`config.mk`:
```
export PLATFORM = sky130hd
export DESIGN_NAME = fca_out_reg_flat
export DESIGN_NICKNAME = d
export VERILOG_FILES = /design/src/fca_pkg.sv /design/src/fca_if.sv /design/src/fca_out_reg.sv /design/src/flat_wrapper.sv
export SDC_FILE = /design/constraint.sdc
export NUM_CORES = 1
export LEC_CHECK = 0
export ABC_AREA = 1
export BUFFER_PORTS_ARGS = -buffer_cell sky130_fd_sc_hd__buf_4
export CORE_MARGIN = 5
export CORE_UTILIZATION = 37
export CTS_BUF_LIST = sky130_fd_sc_hd__clkbuf_4 sky130_fd_sc_hd__clkbuf_8
export DETAILED_ROUTE_END_ITERATION = 8
export GPL_TIMING_DRIVEN = 0
export PLACE_DENSITY = 0.82
export SYNTH_ARGS = -nofsm -noshare
export SYNTH_HDL_FRONTEND = slang
export SYNTH_SLANG_ARGS = --single-unit
```
`constraint.sdc`:
```
create_clock -name clk -period 0.8 [get_ports clk]
set_input_delay 0.24 -clock clk [delete_from_list [all_inputs] [get_ports clk]]
set_output_delay 0.24 -clock clk [all_outputs]
set_load 0.02 [all_outputs]
```
`src/fca_pkg.sv`:
```
package fca_pkg;

  localparam int NUM_CLUSTERS  = 4096;
  localparam int CLUSTER_BYTES = 512;
  localparam int MAX_CHAIN     = 64;

  localparam int CW       = $clog2(NUM_CLUSTERS);
  localparam int LW       = 13;
  localparam int CNT_W    = 13;
  localparam int NEED_W   = $clog2(MAX_CHAIN + 1);
  localparam int CB_SHIFT = $clog2(CLUSTER_BYTES);

  localparam logic [LW-1:0]    END_MARK   = 13'h1FFF;
  localparam logic [LW-1:0]    NUM_LINK   = LW'(NUM_CLUSTERS);
  localparam logic [CNT_W-1:0] NUM_COUNT  = CNT_W'(NUM_CLUSTERS);
  localparam logic [CW-1:0]    LAST_INDEX = CW'(NUM_CLUSTERS - 1);
  localparam logic [16:0]      CB_ROUND   = 17'(CLUSTER_BYTES - 1);
  localparam logic [19:0]      MAX_BYTES  = 20'(MAX_CHAIN * CLUSTER_BYTES);

  localparam logic FN_ALLOC = 1'b0;
  localparam logic FN_FREE  = 1'b1;

  typedef enum logic [1:0] {
    ST_OK         = 2'd0,
    ST_NO_SPACE   = 2'd1,
    ST_TOO_LARGE  = 2'd2,
    ST_START_FREE = 2'd3
  } status_t;

  typedef enum logic [3:0] {
    S_CLR,
    S_IDLE,
    S_A_CHECK,
    S_A_NEED,
    S_A_FIT,
    S_A_RD,
    S_A_CHK,
    S_A_END,
    S_F_RD,
    S_F_CHK,
    S_F_CLEAR,
    S_REPLY
  } state_t;

  typedef struct packed {
    logic [11:0]      cluster;
    logic [CNT_W-1:0] count;
    logic             last;
    status_t          status;
  } result_t;

  typedef struct packed {
    logic          we;
    logic [CW-1:0] waddr;
    logic [LW-1:0] wdata;
    logic          re;
    logic [CW-1:0] raddr;
  } tbl_req_t;

endpackage

```
`src/fca_if.sv`:
```


interface fca_rsp_if;
  logic        valid;
  logic        ready;
  logic [11:0] cluster;
  logic [12:0] count;
  logic        last;
  logic [1:0]  status;

  modport source (output valid, cluster, count, last, status, input ready);
  modport sink (input valid, cluster, count, last, status, output ready);
endinterface

```
`src/fca_out_reg.sv`:
```
module fca_out_reg (
  input  logic             clk,
  input  logic             rst,
  input  logic             emit,
  input  fca_pkg::result_t res,
  output logic             can_emit,
  fca_rsp_if.source        rsp
);
  import fca_pkg::*;

  logic    valid;
  result_t held;

  assign can_emit = !valid || rsp.ready;

  always_ff @(posedge clk) begin
    if (rst) begin
      valid <= 1'b0;
    end else if (emit) begin
      valid <= 1'b1;
    end else if (rsp.ready) begin
      valid <= 1'b0;
    end
  end

  always_ff @(posedge clk) begin
    if (emit) begin
      held <= res;
    end
  end

  assign rsp.valid   = valid;
  assign rsp.cluster = held.cluster;
  assign rsp.count   = held.count;
  assign rsp.last    = held.last;
  assign rsp.status  = held.status;
endmodule

```
`src/flat_wrapper.sv`:
```
// flat-port wrapper written by rule: the top's interface ports become plain ports
module fca_out_reg_flat import fca_pkg::*;
  (clk, rst, emit, res, can_emit, rsp_valid, rsp_cluster, rsp_count, rsp_last, rsp_status, rsp_ready);
  fca_rsp_if rsp_i ();
  input  logic clk;
  input  logic rst;
  input  logic emit;
  input  fca_pkg::result_t res;
  output logic can_emit;
  output wire logic [$bits(rsp_i.valid)-1:0] rsp_valid;
  output wire logic [$bits(rsp_i.cluster)-1:0] rsp_cluster;
  output wire logic [$bits(rsp_i.count)-1:0] rsp_count;
  output wire logic [$bits(rsp_i.last)-1:0] rsp_last;
  output wire logic [$bits(rsp_i.status)-1:0] rsp_status;
  input wire logic [$bits(rsp_i.ready)-1:0] rsp_ready;
  assign rsp_valid = rsp_i.valid;
  assign rsp_cluster = rsp_i.cluster;
  assign rsp_count = rsp_i.count;
  assign rsp_last = rsp_i.last;
  assign rsp_status = rsp_i.status;
  assign rsp_i.ready = rsp_ready;
  fca_out_reg u_core (.clk(clk), .rst(rst), .emit(emit), .res(res), .can_emit(can_emit), .rsp(rsp_i));
endmodule
```
After elaboration in Yosys (flattened, before gate mapping)
Cells that the tools add are included.
- flip-flop bits (word level): 29
- output and inout port bits: 30
- reduce and logical (&&, ||, !) cells: 3
- multiplexer cells: 2
- operator list (operator ; number):
    $mux 1 ; 2
    $reduce_bool 2->1 ; 1
    $logic_not 1->1 ; 1
    $logic_or 1x1->1 ; 1

Logic depth before layout (Yosys ltp)
- word-level depth: 2
- depth in mapped cells: 3

Least setup slack after synthesis
Ideal clock, no wire load.
- path type: register -> output
- start point: register u_core.valid, in the netlist u_core.rsp.valid
- end point: output port can_emit
- path buffers: 0
- required time: 0.560 ns
- setup slack: -0.020 ns
- cell stages (with the launch flop): 2
- arrival: 0.580 ns
- path through: dfxtp_1 nand2_2
- word-level cells in the longest chain between the ends: 2
- RTL lines (what ; line ; text):
    start: declaration ; fca_out_reg.sv:11 ; logic valid;
    start signal: assignment ; fca_out_reg.sv:18 ; valid <= 1'b0;
    start signal: assignment ; fca_out_reg.sv:20 ; valid <= 1'b1;
    start signal: assignment ; fca_out_reg.sv:22 ; valid <= 1'b0;
    $logic_not 1->1 ; fca_out_reg.sv:14 ; assign can_emit = !valid || rsp.ready;
    $logic_or 1x1->1 ; fca_out_reg.sv:14 ;
    end: declaration ; flat_wrapper.sv:9 ; output logic can_emit;
No other way between the ends.

Worst setup path in the final report
Ends and elaborated chain as after synthesis.

==> flow_metrics.env <==
export IMPL_worstHoldPathType="input pin to flop"
export IMPL_clk_pin_slew_ns=0.09
export IMPL_yosys_warnings=0
export IMPL_core_area_um2=2255
export IMPL_worstPathMaxFanout=2
export IMPL_postSynth_asyncResetShare=0
export IMPL_dieHeight_um=58.86
export IMPL_drt_first_pass_iters=2
export IMPL_yosysTopAreaCellShare=0.9518
export IMPL_crit_type="flop to output port"
export IMPL_grt_pass1_wl_um=2953
export IMPL_cts_tree="done"
export IMPL_routed_wl_um=1912
export IMPL_hold_path_end="u_core.rsp.valid"
export IMPL_grt_pass1_vias=615
export IMPL_yosysSeqAreaShare=0.9745
export IMPL_cts_buffer_depth=2
export IMPL_rsz0062_at_grt="yes"
export IMPL_die_w_um=58.86
export IMPL_status="finished, violations left"
export IMPL_p_leak_nw=0.6670
export IMPL_grt_max_degree=30
export IMPL_overflow=0
export IMPL_viasPerCell=4.298
export IMPL_holdPathStages=2
export IMPL_fin_nets=134
export IMPL_clock_tree_root_cell="clkbuf_4"
export IMPL_initial_core_util=0.3918
export IMPL_antennaDiodeCount=0
export IMPL_min_from="rst"
export IMPL_r2r_cells=3
export IMPL_post_place_ws_ns=-0.1074
export IMPL_cts_buffers=5
export IMPL_clkLatencyLatePin_ns=0.32
export IMPL_drv_slew=0
export IMPL_worstMarginPinSlew_ns=0.3487
export IMPL_portBuffers=61
export IMPL_fin_hold_ws_ns=0.05493
export IMPL_drv_cap=0
export IMPL_yosysTopAreaCell="edfxtp_1"
export IMPL_cts_sink_count=29
export IMPL_clock_skew_ns=0
export IMPL_violations="negative setup slack"
export IMPL_wl_per_cell_um=14.60
export IMPL_setup_viol=30
export IMPL_cp_start_kind="flop"
export IMPL_fin_crit_sh=1.394
export IMPL_netlist_instances=33
export IMPL_reg2reg_to="u_core.rsp.valid"
export IMPL_fillerInstances=159
export IMPL_rows=17
export IMPL_globalplace_congestion=0.6473
export IMPL_synth_edf_count=28
export IMPL_r2r_start="u_core.rsp.valid"
export IMPL_utilization=0.6887
export IMPL_io_pins=62
export IMPL_ff2ff_setup_slack_ns=0.09
export IMPL_synth_area_um2=883.3
export IMPL_ir_worst_vdd_v=0.001545
export IMPL_area_delta_synth_final_pct=75.78
export IMPL_ys_ff_latch=29
export IMPL_cp_data_required_time_ns=0.56
export IMPL_dieArea_um2=3465
export IMPL_track_usage=0.1262
export IMPL_fin_setup_tns_ns=-8.502
export IMPL_dr_total_vias=563
export IMPL_cts_max_level=2
export IMPL_dp_hpwl_um=1440
export IMPL_antenna_found_initial=0
export IMPL_crit_path_end_kind="output port"
export IMPL_p_per_area_nw_per_um2=2078
export IMPL_post_route_drc_count=0
export IMPL_setup_slack_ns=-0.3153
export IMPL_ys_top_cells_by_count="edfxtp_1, inv_1, a21oi_2, dfxtp_1, nand2_2"
export IMPL_antenna_left=0
export IMPL_synth_most_common_cell="edfxtp_1"
export IMPL_first_iter_violations=14
export IMPL_p_total_mw=3.226
export IMPL_syn_num_nets=65
export IMPL_fmax_mhz=896.6
export IMPL_synth_flop_cell="edfxtp_1"
export IMPL_slew_headroom=0.7676
export IMPL_timing_final_crit_period_ns=1.115
export IMPL_finalHoldViolCount=0
export IMPL_arrival_ns=0.88
export IMPL_syn_area_per_cell_um2=26.77
export IMPL_drive_gt1_frac=0.7087
export IMPL_ys_types=5
export IMPL_synthTopCellsByArea="edfxtp_1, dfxtp_1, a21oi_2, inv_1, nand2_2"
worst max-delay path, stage by stage (launching register included):
cell	delay, ns
dfxtp_2	0.36
nand2_2	0.07
buf_6	0.13
per-layer routing:
layer,track usage,wire length (µm),vias up
met2,0.1987,945,48
met1,0.1197,605,245
met4,0.06796,47,0
li1,-,-,264
met3,0.09211,313,6
met5,0,0,-
worst max-delay path by stage:
stage | from | endpoint | slack (ns) | depth (start not counted)
2_1_floorplan | u_core.rsp.valid | can_emit | 0.06 | 1
3_3_place_gp | emit | u_core.rsp.count[9] | -0.09 | 1
3_5_place_dp | emit | u_core.rsp.last | -0.11 | 1
4_1_cts | u_core.rsp.count[11] | rsp_count[11] | -0.33 | 1
5_1_grt | u_core.rsp.cluster[4] | rsp_cluster[4] | -0.38 | 1
6_report | u_core.rsp.valid | can_emit | -0.32 | 2
cells in the final DEF, fill, tap and decap left out, drive strengths merged:
| master | count |
|---|---|
| clkbuf | 6 |
| a21oi | 1 |
| buf | 62 |
| edfxtp | 28 |
| dfxtp | 1 |
| clkinv | 2 |
| inv | 2 |
| nand2 | 1 |
cells by family after synthesis:
group / after synthesis / share of synthesized area
AND/OR/NAND/NOR: 1 / 0.007087
AO/OA/AOI/OAI: 1 / 0.009917
buffers and inverters: 2 / 0.008502
flip-flops: 29 / 0.9745
where the power goes:
| group | switching [mW] | leakage (nW) | internal, mW |
|---|---|---|---|
| clock network | 0.449 | 0.0354 | 0.368 |
| registers | 0.0543 | 0.283 | 1.80 |
| logic | 0.247 | 0.349 | 0.310 |
sequential cells by signal, summed over array words and instances (netlist names):
register            count
u_core.rsp.status       2
u_core.rsp.count       13
u_core.rsp.cluster     12
u_core.rsp.valid        1
u_core.rsp.last         1
stage by stage:
step | cell area, µm² | instances
floorplan | 884.6 | 33
global placement | 1378 | 122
detailed placement | 1378 | 122
CTS | 1541 | 130
global route | 1553 | 131
finish | 1553 | 131
final cells by class:
class,instances,area [µm²],area share
Clock buffer,6,45.04,0.02901
Clock inverter,2,10.01,0.006446
Inverter,2,7.507,0.004835
Multi-Input combinational cell,2,15.01,0.009670
Sequential cell,29,862.1,0.5552
Tap cell,28,35.03,0.02256
Timing Repair Buffer,62,578.1,0.3723
what timing repair did:
action / CTS / global route
pin swaps: 1 / 1
gates cloned: 0 / 0
hold buffers: 0 / 0
resized for setup: 29 / 1
setup endpoints to repair: 30 / 30
buffers inserted: 0 / 1
Power figures use the tool's default switching activity.
