--- src/fca_pkg.sv ---
package fca_pkg;

  localparam int NUM_CLUSTERS  = 4096;
  localparam int CLUSTER_BYTES = 512;
  localparam int MAX_CHAIN     = 64;

  localparam int CW       = $clog2(NUM_CLUSTERS);
  localparam int LW       = 13;
  localparam int CNT_W    = 13;
  localparam int NEED_W   = $clog2(MAX_CHAIN + 1);
  localparam int CB_SHIFT = $clog2(CLUSTER_BYTES);

  localparam logic [LW-1:0]    END_MARK   = 13'h1FFF;
  localparam logic [LW-1:0]    NUM_LINK   = LW'(NUM_CLUSTERS);
  localparam logic [CNT_W-1:0] NUM_COUNT  = CNT_W'(NUM_CLUSTERS);
  localparam logic [CW-1:0]    LAST_INDEX = CW'(NUM_CLUSTERS - 1);
  localparam logic [16:0]      CB_ROUND   = 17'(CLUSTER_BYTES - 1);
  localparam logic [19:0]      MAX_BYTES  = 20'(MAX_CHAIN * CLUSTER_BYTES);

  localparam logic FN_ALLOC = 1'b0;
  localparam logic FN_FREE  = 1'b1;

  typedef enum logic [1:0] {
    ST_OK         = 2'd0,
    ST_NO_SPACE   = 2'd1,
    ST_TOO_LARGE  = 2'd2,
    ST_START_FREE = 2'd3
  } status_t;

  typedef enum logic [3:0] {
    S_CLR,
    S_IDLE,
    S_A_CHECK,
    S_A_NEED,
    S_A_FIT,
    S_A_RD,
    S_A_CHK,
    S_A_END,
    S_F_RD,
    S_F_CHK,
    S_F_CLEAR,
    S_REPLY
  } state_t;

  typedef struct packed {
    logic [11:0]      cluster;
    logic [CNT_W-1:0] count;
    logic             last;
    status_t          status;
  } result_t;

  typedef struct packed {
    logic          we;
    logic [CW-1:0] waddr;
    logic [LW-1:0] wdata;
    logic          re;
    logic [CW-1:0] raddr;
  } tbl_req_t;

endpackage

--- src/fca_if.sv ---
interface fca_req_if;
  logic        valid;
  logic        ready;
  logic        func;
  logic [15:0] size_bytes;
  logic [11:0] start_cluster;

  modport source (output valid, func, size_bytes, start_cluster, input ready);
  modport sink (input valid, func, size_bytes, start_cluster, output ready);
endinterface


--- src/fca_ctrl.sv ---
module fca_ctrl (
  input  logic                   clk,
  input  logic                   rst,
  fca_req_if.sink                req,
  input  logic [fca_pkg::LW-1:0] rdata,
  input  logic                   can_emit,
  output fca_pkg::tbl_req_t      tbl,
  output logic                   emit,
  output fca_pkg::result_t       res
);
  import fca_pkg::*;

  state_t            state, state_next;
  logic [15:0]       rem, rem_next;
  logic [NEED_W-1:0] need, need_next;
  logic [NEED_W-1:0] got, got_next;
  logic [CW-1:0]     cur, cur_next;
  logic [CW-1:0]     prev, prev_next;
  logic [LW-1:0]     nxt, nxt_next;
  logic [CNT_W-1:0]  count, count_next;
  logic [CNT_W-1:0]  free_cnt, free_cnt_next;
  status_t           rsp_status, rsp_status_next;

  // shared increment and sum logic
  logic [CNT_W:0]    free_sum;
  logic [CNT_W-1:0]  count_inc;
  logic [NEED_W-1:0] got_inc;

  assign count_inc = count + 1'b1;
  assign got_inc   = got + 1'b1;

  always_ff @(posedge clk) begin
    if (rst) begin
      state    <= S_CLR;
      cur      <= '0;
      free_cnt <= NUM_COUNT;
    end else begin
      state    <= state_next;
      cur      <= cur_next;
      free_cnt <= free_cnt_next;
    end
  end

  always_ff @(posedge clk) begin
    rem        <= rem_next;
    need       <= need_next;
    got        <= got_next;
    prev       <= prev_next;
    nxt        <= nxt_next;
    count      <= count_next;
    rsp_status <= rsp_status_next;
  end

  always_comb begin
    state_next      = state;
    rem_next        = rem;
    need_next       = need;
    got_next        = got;
    cur_next        = cur;
    prev_next       = prev;
    nxt_next        = nxt;
    count_next      = count;
    free_cnt_next   = free_cnt;
    rsp_status_next = rsp_status;
    free_sum        = '0;
    tbl             = '0;
    req.ready       = 1'b0;
    emit            = 1'b0;
    res             = '0;

    unique case (state)
      S_CLR: begin
        tbl.we    = 1'b1;
        tbl.waddr = cur;
        tbl.wdata = '0;
        cur_next  = cur + 1'b1;
        if (cur == LAST_INDEX) begin
          cur_next   = '0;
          state_next = S_IDLE;
        end
      end

      S_IDLE: begin
        req.ready = 1'b1;
        if (req.valid) begin
          count_next = '0;
          if (req.func == FN_ALLOC) begin
            rem_next   = req.size_bytes;
            state_next = S_A_CHECK;
          end else if ({1'b0, req.start_cluster} >= NUM_LINK) begin
            rsp_status_next = ST_START_FREE;
            state_next      = S_REPLY;
          end else begin
            cur_next   = CW'(req.start_cluster);
            state_next = S_F_RD;
          end
        end
      end

      S_A_CHECK: begin
        need_next = '0;
        if (rem == 16'd0) begin
          rsp_status_next = ST_OK;
          state_next      = S_REPLY;
        end else if ({4'd0, rem} > MAX_BYTES) begin
          rsp_status_next = ST_TOO_LARGE;
          state_next      = S_REPLY;
        end else begin
          state_next = S_A_NEED;
        end
      end

      S_A_NEED: begin
        need_next  = NEED_W'(({1'b0, rem} + CB_ROUND) >> CB_SHIFT);
        state_next = S_A_FIT;
      end

      S_A_FIT: begin
        if (CNT_W'(need) > free_cnt) begin
          rsp_status_next = ST_NO_SPACE;
          state_next      = S_REPLY;
        end else begin
          cur_next   = '0;
          got_next   = '0;
          state_next = S_A_RD;
        end
      end

      S_A_RD: begin
        tbl.re     = 1'b1;
        tbl.raddr  = cur;
        state_next = S_A_CHK;
      end

      S_A_CHK: begin
        if (rdata == '0) begin
          if (can_emit) begin
            emit        = 1'b1;
            res.cluster = 12'(cur);
            res.last    = (got_inc == need);
            res.status  = ST_OK;
            if (got != '0) begin
              tbl.we    = 1'b1;
              tbl.waddr = prev;
              tbl.wdata = LW'(cur);
            end
            prev_next = cur;
            got_next  = got_inc;
            if (got_inc == need || cur == LAST_INDEX) begin
              state_next = S_A_END;
            end else begin
              cur_next   = cur + 1'b1;
              state_next = S_A_RD;
            end
          end
        end else if (cur == LAST_INDEX) begin
          state_next = S_A_END;
        end else begin
          cur_next   = cur + 1'b1;
          state_next = S_A_RD;
        end
      end

      S_A_END: begin
        if (got != '0) begin
          tbl.we    = 1'b1;
          tbl.waddr = prev;
          tbl.wdata = END_MARK;
        end
        free_cnt_next = free_cnt - CNT_W'(got);
        state_next    = S_IDLE;
      end

      S_F_RD: begin
        tbl.re     = 1'b1;
        tbl.raddr  = cur;
        state_next = S_F_CHK;
      end

      S_F_CHK: begin
        if (rdata == '0) begin
          if (count == '0) begin
            rsp_status_next = ST_START_FREE;
          end else begin
            free_sum        = {1'b0, free_cnt} + {1'b0, count};
            free_cnt_next   = (free_sum > {1'b0, NUM_COUNT}) ? NUM_COUNT : free_sum[CNT_W-1:0];
            rsp_status_next = ST_OK;
          end
          state_next = S_REPLY;
        end else begin
          nxt_next   = rdata;
          state_next = S_F_CLEAR;
        end
      end

      S_F_CLEAR: begin
        tbl.we     = 1'b1;
        tbl.waddr  = cur;
        tbl.wdata  = '0;
        count_next = count_inc;
        if (nxt == END_MARK || nxt >= NUM_LINK || count_inc == NUM_COUNT) begin
          free_sum        = {1'b0, free_cnt} + {1'b0, count_inc};
          free_cnt_next   = (free_sum > {1'b0, NUM_COUNT}) ? NUM_COUNT : free_sum[CNT_W-1:0];
          rsp_status_next = ST_OK;
          state_next      = S_REPLY;
        end else begin
          cur_next   = nxt[CW-1:0];
          state_next = S_F_RD;
        end
      end

      S_REPLY: begin
        if (can_emit) begin
          emit       = 1'b1;
          res.count  = count;
          res.last   = 1'b1;
          res.status = rsp_status;
          state_next = S_IDLE;
        end
      end

      default: state_next = S_IDLE;
    endcase
  end
endmodule

--- src/flat_wrapper.sv ---
// flat-port wrapper written by rule: the top's interface ports become plain ports
module fca_ctrl_flat import fca_pkg::*;
  (clk, rst, rdata, can_emit, tbl, emit, res, req_valid, req_func, req_size_bytes, req_start_cluster, req_ready);
  fca_req_if req_i ();
  input  logic clk;
  input  logic rst;
  input  logic [fca_pkg::LW-1:0] rdata;
  input  logic can_emit;
  output fca_pkg::tbl_req_t tbl;
  output logic emit;
  output fca_pkg::result_t res;
  input wire logic [$bits(req_i.valid)-1:0] req_valid;
  input wire logic [$bits(req_i.func)-1:0] req_func;
  input wire logic [$bits(req_i.size_bytes)-1:0] req_size_bytes;
  input wire logic [$bits(req_i.start_cluster)-1:0] req_start_cluster;
  output wire logic [$bits(req_i.ready)-1:0] req_ready;
  assign req_i.valid = req_valid;
  assign req_i.func = req_func;
  assign req_i.size_bytes = req_size_bytes;
  assign req_i.start_cluster = req_start_cluster;
  assign req_ready = req_i.ready;
  fca_ctrl u_core (.clk(clk), .rst(rst), .req(req_i), .rdata(rdata), .can_emit(can_emit), .tbl(tbl), .emit(emit), .res(res));
endmodule
--- config.mk ---
export PLATFORM = sky130hd
export DESIGN_NAME = fca_ctrl_flat
export DESIGN_NICKNAME = d
export VERILOG_FILES = /design/src/fca_pkg.sv /design/src/fca_if.sv /design/src/fca_ctrl.sv /design/src/flat_wrapper.sv
export SDC_FILE = /design/constraint.sdc
export NUM_CORES = 1
export LEC_CHECK = 0
export BUFFER_PORTS_ARGS = -buffer_cell sky130_fd_sc_hd__buf_4
export CAP_MARGIN = 15
export CORE_ASPECT_RATIO = 1.75
export CORE_MARGIN = 1
export CORE_UTILIZATION = 54
export CTS_BUF_LIST = sky130_fd_sc_hd__clkbuf_4
export DETAILED_ROUTE_END_ITERATION = 8
export PLACE_DENSITY_LB_ADDON = 0.3
export SLEW_MARGIN = 20
export SYNTH_ARGS = -nofsm -noshare
export SYNTH_HDL_FRONTEND = slang
export SYNTH_SLANG_ARGS = --single-unit
--- constraint.sdc ---
create_clock -name clk -period 3.4 [get_ports clk]
set_clock_uncertainty 0.2 [all_clocks]
set_input_delay 0.51 -clock clk [delete_from_list [all_inputs] [get_ports clk]]
set_output_delay 0.51 -clock clk [all_outputs]
set_load 0.02 [all_outputs]
# Word level (Yosys, flattened, before mapping)
# Cells that the tools add are included.
[totals]
reg_bits = 99
inputBits = 46
wordCells = 142
ramBits = 0
n_memories = 0
output_inout_bits = 69
mem_bits_ro = 0
latchBits = 0
[op_classes]
multipliers = 0
div_mod_pow = 0
addsub = 7
shift = 0
eq_ne = 31
n_mux = 62
bitwise_logic = 2
n_reduce_logical = 25
n_lt_le_gt_ge = 5
[ops]
columns = ["cell", "count"]
rows = [
  ["12-bit 2-to-1 mux", 12],
  ["13-bit 2-to-1 mux", 8],
  ["26-bit 2-to-1 mux", 4],
  ["26-bit case mux with 3 select lines", 1],
  ["12-bit case mux with 5 select lines", 1],
  ["4-bit case mux with 11 select lines", 1],
  ["13-bit case mux with 3 select lines", 1],
  ["4-bit 2-to-1 mux", 9],
  ["13-bit by 13-bit adder with 14-bit output", 2],
  ["14-bit by 13-bit greater-than comparator with 1-bit output, second input constant", 2],
  ["7-bit case mux with 2 select lines", 2],
  ["13-bit equality test, second input constant", 2],
  ["13-bit zero test", 2],
  ["13-bit case mux with 2 select lines", 1],
  ["7-bit 2-to-1 mux", 3],
  ["2-bit 2-to-1 mux", 9],
  ["16-bit by 9-bit adder with 16-bit output, second input constant", 1],
  ["4-bit by 3-bit equality test with 1-bit output, second input constant", 4],
  ["4-bit equality test, second input constant", 4],
  ["16-bit greater-than comparator, second input constant", 1],
  ["16-bit zero test", 1],
  ["16-bit 2-to-1 mux", 1],
  ["2-bit != test, second input constant", 7],
  ["13-bit by 1-bit adder with 13-bit output, second input constant", 1],
  ["32 further kinds", 52],
]

# Longest topological paths before layout
# Gate-level depths: netlist of run 1.
[depth]
depth_word = 7
mapped_depth = 15
depth_no_buf = 14

# Worst setup path after synthesis of run 1
# Ideal clock, no wire load.
[synth_timing]
path_kind = "register to register"
from = "reg u_core.count[1]"
to = "reg u_core.free_cnt[6]"
t_required_ns = 3.105
period_less_slack_ns = 3.454
path_stages_with_launch = 14
path_buffers = 1
setup_slack_ns = -0.054
setup_time_ns = 0.095
arrival_time_ns = 3.159
cell_sequence = "edfxtp_1 and4_1 and4_1 xor2_1 ha_1 clkbuf_1 a21oi_1 nand2_1 mux2_2 a221oi_1 nand4b_1 o31ai_2 a31oi_1 a221oi_1"
[synth_between]
elab_chain_len = 6
word_cells_on_any_way = 17
cone_classes = "3 x add/sub; 2 x order compare; 3 x eq/ne; 6 x mux; 3 x reduce/logical"
[synth_lines]
columns = ["element", "line_no", "text"]
rows = [
  ["from (decl)", "fca_ctrl.sv:20", "logic [CNT_W-1:0] count, count_next;"],
  ["from (signal assigned)", "fca_ctrl.sv:50", "count <= count_next;"],
  ["13-bit by 1-bit adder with 13-bit output (*)", "fca_ctrl.sv:29", "assign count_inc = count + 1'b1;"],
  ["net u_core.count_inc[7]", "fca_ctrl.sv:26", "logic [CNT_W-1:0] count_inc;"],
  ["13-bit by 13-bit adder with 14-bit output", "fca_ctrl.sv:202", "free_sum = {1'b0, free_cnt} + {1'b0, count_inc};"],
  ["14-bit by 13-bit greater-than comparator with 1-bit output", "fca_ctrl.sv:203", "free_cnt_next = (free_sum > {1'b0, NUM_COUNT}) ? NUM_COUNT : free_sum[CNT_W-1:0];"],
  ["13-bit 2-to-1 mux", "fca_ctrl.sv:203", ""],
  ["13-bit 2-to-1 mux", "fca_ctrl.sv:201", "if (nxt == END_MARK || nxt >= NUM_LINK || count_inc == NUM_COUNT) begin"],
  ["13-bit case mux with 3 select lines", "fca_ctrl.sv:71", "unique case (state)"],
  ["to (signal assigned)", "fca_ctrl.sv:40", "free_cnt <= free_cnt_next;"],
  ["to (decl)", "fca_ctrl.sv:21", "logic [CNT_W-1:0] free_cnt, free_cnt_next;"],
]
# The timed path passes the listed nets; every way through them passes the cells marked *. The select of a mux whose other input is x is not followed.
# A chain may end at the register's enable or synchronous reset.

# Final worst setup path of run 1
[layout_timing]
from = "reg u_core.count[0]"
to = "reg u_core.free_cnt[6]"
# The elaborated chain is that of the path after synthesis.

==> flow_summary.yaml, run 1 <==
synthesis:
  ys_ff_latch: 99
  yosysWarnings: 0
  synth.distinct_cells: 84
  synth_top_cell_area_share_pct: 26.9
  syn_avg_cell_area_sq_um: 8.81
  synth_ff_type: "edfxtp_1"
  synthArstFlopShare_pct: 0
  syn-num-nets: 984
  ys_seq_area_share_pct: 34.3
  yosysTopAreaCell: "edfxtp_1"
  synth.area.top_cells: "edfxtp_1 (27%), ha_1 (7.7%), dfxtp_1 (7.4%), nor2_1 (3.8%), and2_1 (3.7%)"
  syn_area_sq_um: 7820
  syn_inst: 887
  synth-edff-count: 70
grt:
  antenna_found_initial: 1
  grt_overflow: 0
  grt_pass1_wl_microns: 40200
  grt.total_usage_pct: 34.9
  grt_pass1_vias: 7930
  grt_max_degree: 30
routing:
  wl_microns: 26200
  wire_per_inst_microns: 20.2
  num_vias: 7963
  firstDrtPassIters: 8
  drc: 0
  drtAntennaViolNets: 0
  viasPerCell: 6.14
  drt_iter0_drc: 493
clock_network:
  insertion_delay_ns: 0.50
  clk_path_buf_depth: 2
  cts_tree: "done"
  htree_levels: 3
  cts.sinks: 99
  cts_buffers: 9
  clk_pin_slew_worst_paths_ns: 0.19
  clockRootBuffer: "clkbuf_4"
setup_path:
  cp-end-kind: "flip-flop"
  critPathArrivalTime_ns: 3.84
  start_kind: "flip-flop"
  cp_max_fo: 5
  cp.required_ns: 3.59
  rr_worst_depth: 15
  crit_type: "flip-flop to flip-flop"
floorplanning:
  die_w_microns: 92.9
  core_sq_um: 14000
  io-pin-count: 115
  die_h_microns: 161
  start_util_pct: 55.9
  dieArea_sq_um: 15000
  placementRows: 57
hold_path:
  hold_class: "input port to flip-flop"
  min_path_cells: 1
job:
  drv_cap: 0
timing:
  finalSetupViolations: 9
  setup_tns_ns: -1.39
  hold_violations: 0
  rsz0062_at_grt: "true"
  finalCritPeriodShare_pct: 107
  clock.fmax_mhz: 274
  drv_slew: 0
  post-route-worst-setup-slack_ns: -0.247
  relSlewSlack_pct: 58.9
  tightest_slew_ns: 0.614
  min_period_ns: 3.65
cells_and_area:
  area_growth_pct: 32.8
  post-route-util_pct: 74.2
  layout_common_cells: "buf_4 (226), nor2_1 (76), edfxtp_1 (70), nand2_1 (69), a21oi_1 (49)"
  layout_commonest_cell: "buf_4"
  drive_above_1_share_pct: 30.2
  finalNonFillerCells: 1297
  fin_nets: 1211
place:
  gp_congestion: 0.995
  dpl.hpwl_microns: 19700
  port_buffers: 114
  dp.cells: 1239
  place_ws_ns: -0.281
power:
  vdd_drop_max_mv: 0.270
  leakage_nw: 4.60
  power.density_nw_per_um2: 198
status:
  outcome: "finished, violations left"
  violations: "setup timing"
==> per-layer routing <==
layer,share of wire (%),track usage (%)
met5,0,0
met4,8.1,24.0
met3,5.2,4.80
met2,53,64.3
met1,34,35.3
==> critical path: stages (launching register included) <==
cell and delay, ns:
edfxtp_1 0.51, and4_4 0.30, and2_4 0.15, nand4_1 0.15, xnor2_2 0.26, ha_1 0.29
buf_4 0.15, buf_4 0.14, a21oi_1 0.11, nor2_1 0.08, nor4_4 0.22, nand4b_1 0.15
buf_4 0.17, o31ai_4 0.27, a31oi_1 0.13, a221oi_1 0.27
==> layout make-up <==
class / count / area (sq um)
multi-input combinational: 703 / 5150
tap: 177 / 221
antenna: 1 / 2.50
clock buffer: 9 / 67.6
sequential: 99 / 2690
inverter: 45 / 169
clock inverter: 7 / 68.8
timing repair buffer: 256 / 2010
fill: 1067 / 3600
==> worst paths after layout <==
| check | to | slack (ns) | startpoint |
|---|---|---|---|
| worst min register to register | u_core.prev[11]$_DFFE_PP_ | 0.38 | u_core.cur[11]$_SDFFE_PP0P_ |
| worst min-delay path | u_core.nxt[9]$_DFFE_PP_ | 0.02 | rdata[9] |
| worst max-delay path | u_core.free_cnt[6]$_SDFFE_PP0P_ | -0.25 | u_core.count[0]$_SDFFCE_PN0P_ |
| worst max register to register | u_core.free_cnt[6]$_SDFFE_PP0P_ | -0.25 | u_core.count[0]$_SDFFCE_PN0P_ |
==> metrics by stage <==
| step | power (mW) | hold WS (ns) | cell area, sq um |
|---|---|---|---|
| after global placement | 1.39 | 0.357 | 9500 |
| after floorplan | 1.34 | 0.206 | 7850 |
| after CTS | 2.05 | 0.000248 | 10200 |
| after global routing | 2.10 | 0.00422 | 10400 |
| final | 2.06 | 0.0168 | 10400 |
| after detailed placement | 1.39 | 0.362 | 9500 |
==> cells in the mapped netlist, drive strengths merged (11+ instances only) <==
cell type / instances
nor2: 79
nand2: 71
edfxtp: 70
a21oi: 56
ha: 48
and2: 47
o21ai: 45
inv: 44
nor3: 36
nand3: 30
xnor2: 30
dfxtp: 29
clkbuf: 24
and3: 19
xor2: 17
buf: 16
a22o: 13
nor4: 12
a211oi: 11
a21o: 11
a221oi: 11
nand4: 11
==> sequential cells by signal, indices dropped and copies added (netlist names) <==
signal	count
u_core.rem	16
u_core.count	13
u_core.free_cnt	13
u_core.nxt	13
u_core.cur	12
u_core.prev	12
u_core.got	7
u_core.need	7
u_core.state	4
u_core.rsp_status	2
==> logic make-up after synthesis <==
logic type               Yosys count  synth area share [%]
XOR/XNOR                          51                  6.42
multiplexers                       4                 0.528
AO/OA/AOI/OAI                    234                  21.5
flip-flops                        99                  34.3
buffers and inverters             85                  4.59
AND/OR/NAND/NOR                  363                  24.1
adder cells (fa/ha/maj)           51                  8.45
==> power breakdown <==
group          total, mW  leakage, nW  internal, mW  switching [mW]
clock network      0.660       0.0756         0.173           0.487
registers           1.29        0.836          1.28         0.00728
logic              0.105         3.69        0.0662          0.0386
total               2.06         4.60          1.52           0.533
==> what timing repair did <==
action | in CTS | in global routing
pin swaps | 20 | 26
setup endpoints to repair | 51 | 45
buffers inserted | 8 | 8
endpoints found under the hold margin | 21 | 5
gates resized for setup | 49 | 29
hold buffers | 21 | 5
Note: power is estimated with default switching activity, not from simulation.
==> run 2, diff against run 1 <==
- CORE_UTILIZATION: 54 -> 53
- CTS_BUF_LIST: sky130_fd_sc_hd__clkbuf_4 -> not set
==> run 2 against run 1 <==
The run still ends with setup timing left. Combinational power down 21%. Critical path type unchanged. Via count down 0.83%. Final area up 0.81%. Utilization down 1.4 points. Register-to-register slack better by 0.02 ns.
==> flow_summary.yaml, run 2 (synthesis results as in run 1) <==
grt:
  grt.total_usage_pct: 34.1
  grt_pass1_wl_microns: 39700
  grt_max_degree: 30
  grt_overflow: 0
  antenna_found_initial: 0
  grt_pass1_vias: 7870
power:
  vdd_drop_max_mv: 0.272
  leakage_nw: 4.62
  power.density_nw_per_um2: 228
  total_power_mw: 2.38
setup_path:
  cp_max_fo: 4
  timing.critical_path.buf_inv: 3
  crit_type: "flip-flop to flip-flop"
  cp.required_ns: 3.46
  cp_cell_sequence: "ha_4 > buf_4 > nand3_1 > xnor2_2 > ha_4 > a21oi_4 > o221a_2 > buf_4 > xnor2_2 > nor4_4 > nand4b_1 > buf_6 > nor4_4 > o21ai_1 > a221oi_1"
  cp_slowest_stage_delay_ns: 0.46
  start_kind: "flip-flop"
  slowest_stage: "edfxtp_1"
  critical-path-top-delay-family: "simple AND/OR/NAND/NOR gates"
  critPathArrivalTime_ns: 3.68
  cp-end-kind: "flip-flop"
cells_and_area:
  fillers: 1085
  area_growth_pct: 33.8
  num_antenna_cells: 0
  layout_commonest_cell: "buf_4"
  largest_reg_flops: 16
  drive_above_1_share_pct: 31.8
  largest_register: "u_core.rem"
  fin_nets: 1196
  layout_common_cells: "buf_4 (237), nor2_1 (76), nand2_1 (71), edfxtp_1 (70), and2_1 (46)"
routing:
  drtAntennaViolNets: 0
  drc: 0
  wire_per_inst_microns: 19.9
  viasPerCell: 6.15
  num_vias: 7897
  firstDrtPassIters: 7
  drt_iter0_drc: 466
  wl_microns: 25600
timing:
  tightest_slew_ns: 0.627
  post-route-worst-setup-slack_ns: -0.223
  drv_slew: 0
  rsz0062_at_grt: "true"
  finalSetupViolations: 9
  hold_violations: 0
  min_period_ns: 3.62
  clock.fmax_mhz: 276
  finalCritPeriodShare_pct: 107
  relSlewSlack_pct: 58.1
  whs_ns: 0.136
place:
  place_ws_ns: -0.319
  port_buffers: 114
  dpl.hpwl_microns: 19500
  gp_congestion: 0.990
floorplanning:
  io-pin-count: 115
  core_sq_um: 14400
  die_w_microns: 93.8
  start_util_pct: 54.4
  dieArea_sq_um: 15300
  placementRows: 58
  die_h_microns: 163
clock_network:
  clockRootBuffer: "clkbuf_16"
  clk_path_buf_depth: 2
  cts_buffers: 9
  htree_levels: 3
  cts_tree: "done"
  clk_pin_slew_worst_paths_ns: 0.08
  ctsHoldBuffers: 0
  cts.sinks: 99
  insertion_delay_ns: 0.35
status:
  violations: "setup timing"
  outcome: "finished, violations left"
hold_path:
  hold_class: "input port to flip-flop"
job:
  drv_cap: 0
-- run 2: changes by cell type in the layout (fill, tap and decap cells not counted), sizes merged --
cell         previous run  this run
dlygate4sd3            26         0
clkbuf                  9        10
inv                    49        48
diode                   1         0
buf                   230       241
-- run 2: cell type report --
cell class	count	area (sq um)	area share [%]
clock inverters	6	57.6	0.550
multi-input cells	703	5260	50.3
clock buffers	10	229	2.19
inverters	45	169	1.61
flip-flops and latches	99	2680	25.6
well taps	180	225	2.15
repair buffers	241	1830	17.5
-- run 2: metal layers --
metal | up-vias | track usage [%] | wire length (microns) | part of all wire (%)
li1 | 3738 | - | - | -
met1 | 3727 | 35.7 | 8800 | 34
met2 | 324 | 60.9 | 13700 | 54
met3 | 108 | 3.45 | 1140 | 4.4
met4 | 0 | 27.1 | 1940 | 7.6
met5 | - | 0 | 0 | 0
-- run 2: per-stage QoR --
stage | std cells | TNS (ns) | cell area [sq um] | util [%]
6_report | 1284 | -1.36 | 10500 | 72.8
5_1_grt | 1284 | -3.56 | 10500 | 72.8
4_1_cts | 1274 | -0.379 | 10200 | 70.7
3_5_place_dp | 1251 | -2.18 | 9570 | 66.6
3_3_place_gp | 1251 | -1.47 | 9570 | 66.6
2_1_floorplan | 887 | 0 | 7850 | -
-- run 2: worst paths after layout --
check	from	endpoint	slack, ns	depth (start not counted)
max reg2reg	u_core.count[1]$_SDFFCE_PN0P_	u_core.free_cnt[2]$_SDFFE_PP0P_	-0.22	15
max	u_core.count[1]$_SDFFCE_PN0P_	u_core.free_cnt[2]$_SDFFE_PP0P_	-0.22	15
min	req_size_bytes[0]	u_core.rem[0]$_DFFE_PP_	0.14	1
min reg2reg	u_core.cur[10]$_SDFFE_PP0P_	u_core.prev[10]$_DFFE_PP_	0.38	0
-- run 2: power breakdown --
group | switching [mW] | total [mW] | internal [mW]
logic | 0.0346 | 0.0826 | 0.0480
registers | 0.00587 | 1.29 | 1.28
clock network | 0.493 | 1.01 | 0.516
-- run 2: timing repair --
item / CTS / global route
setup buffers: 7 / 10
pin swaps: 19 / 28
resized for setup: 48 / 41
gates cloned: 0 / 0
setup endpoints to repair: 13 / 39
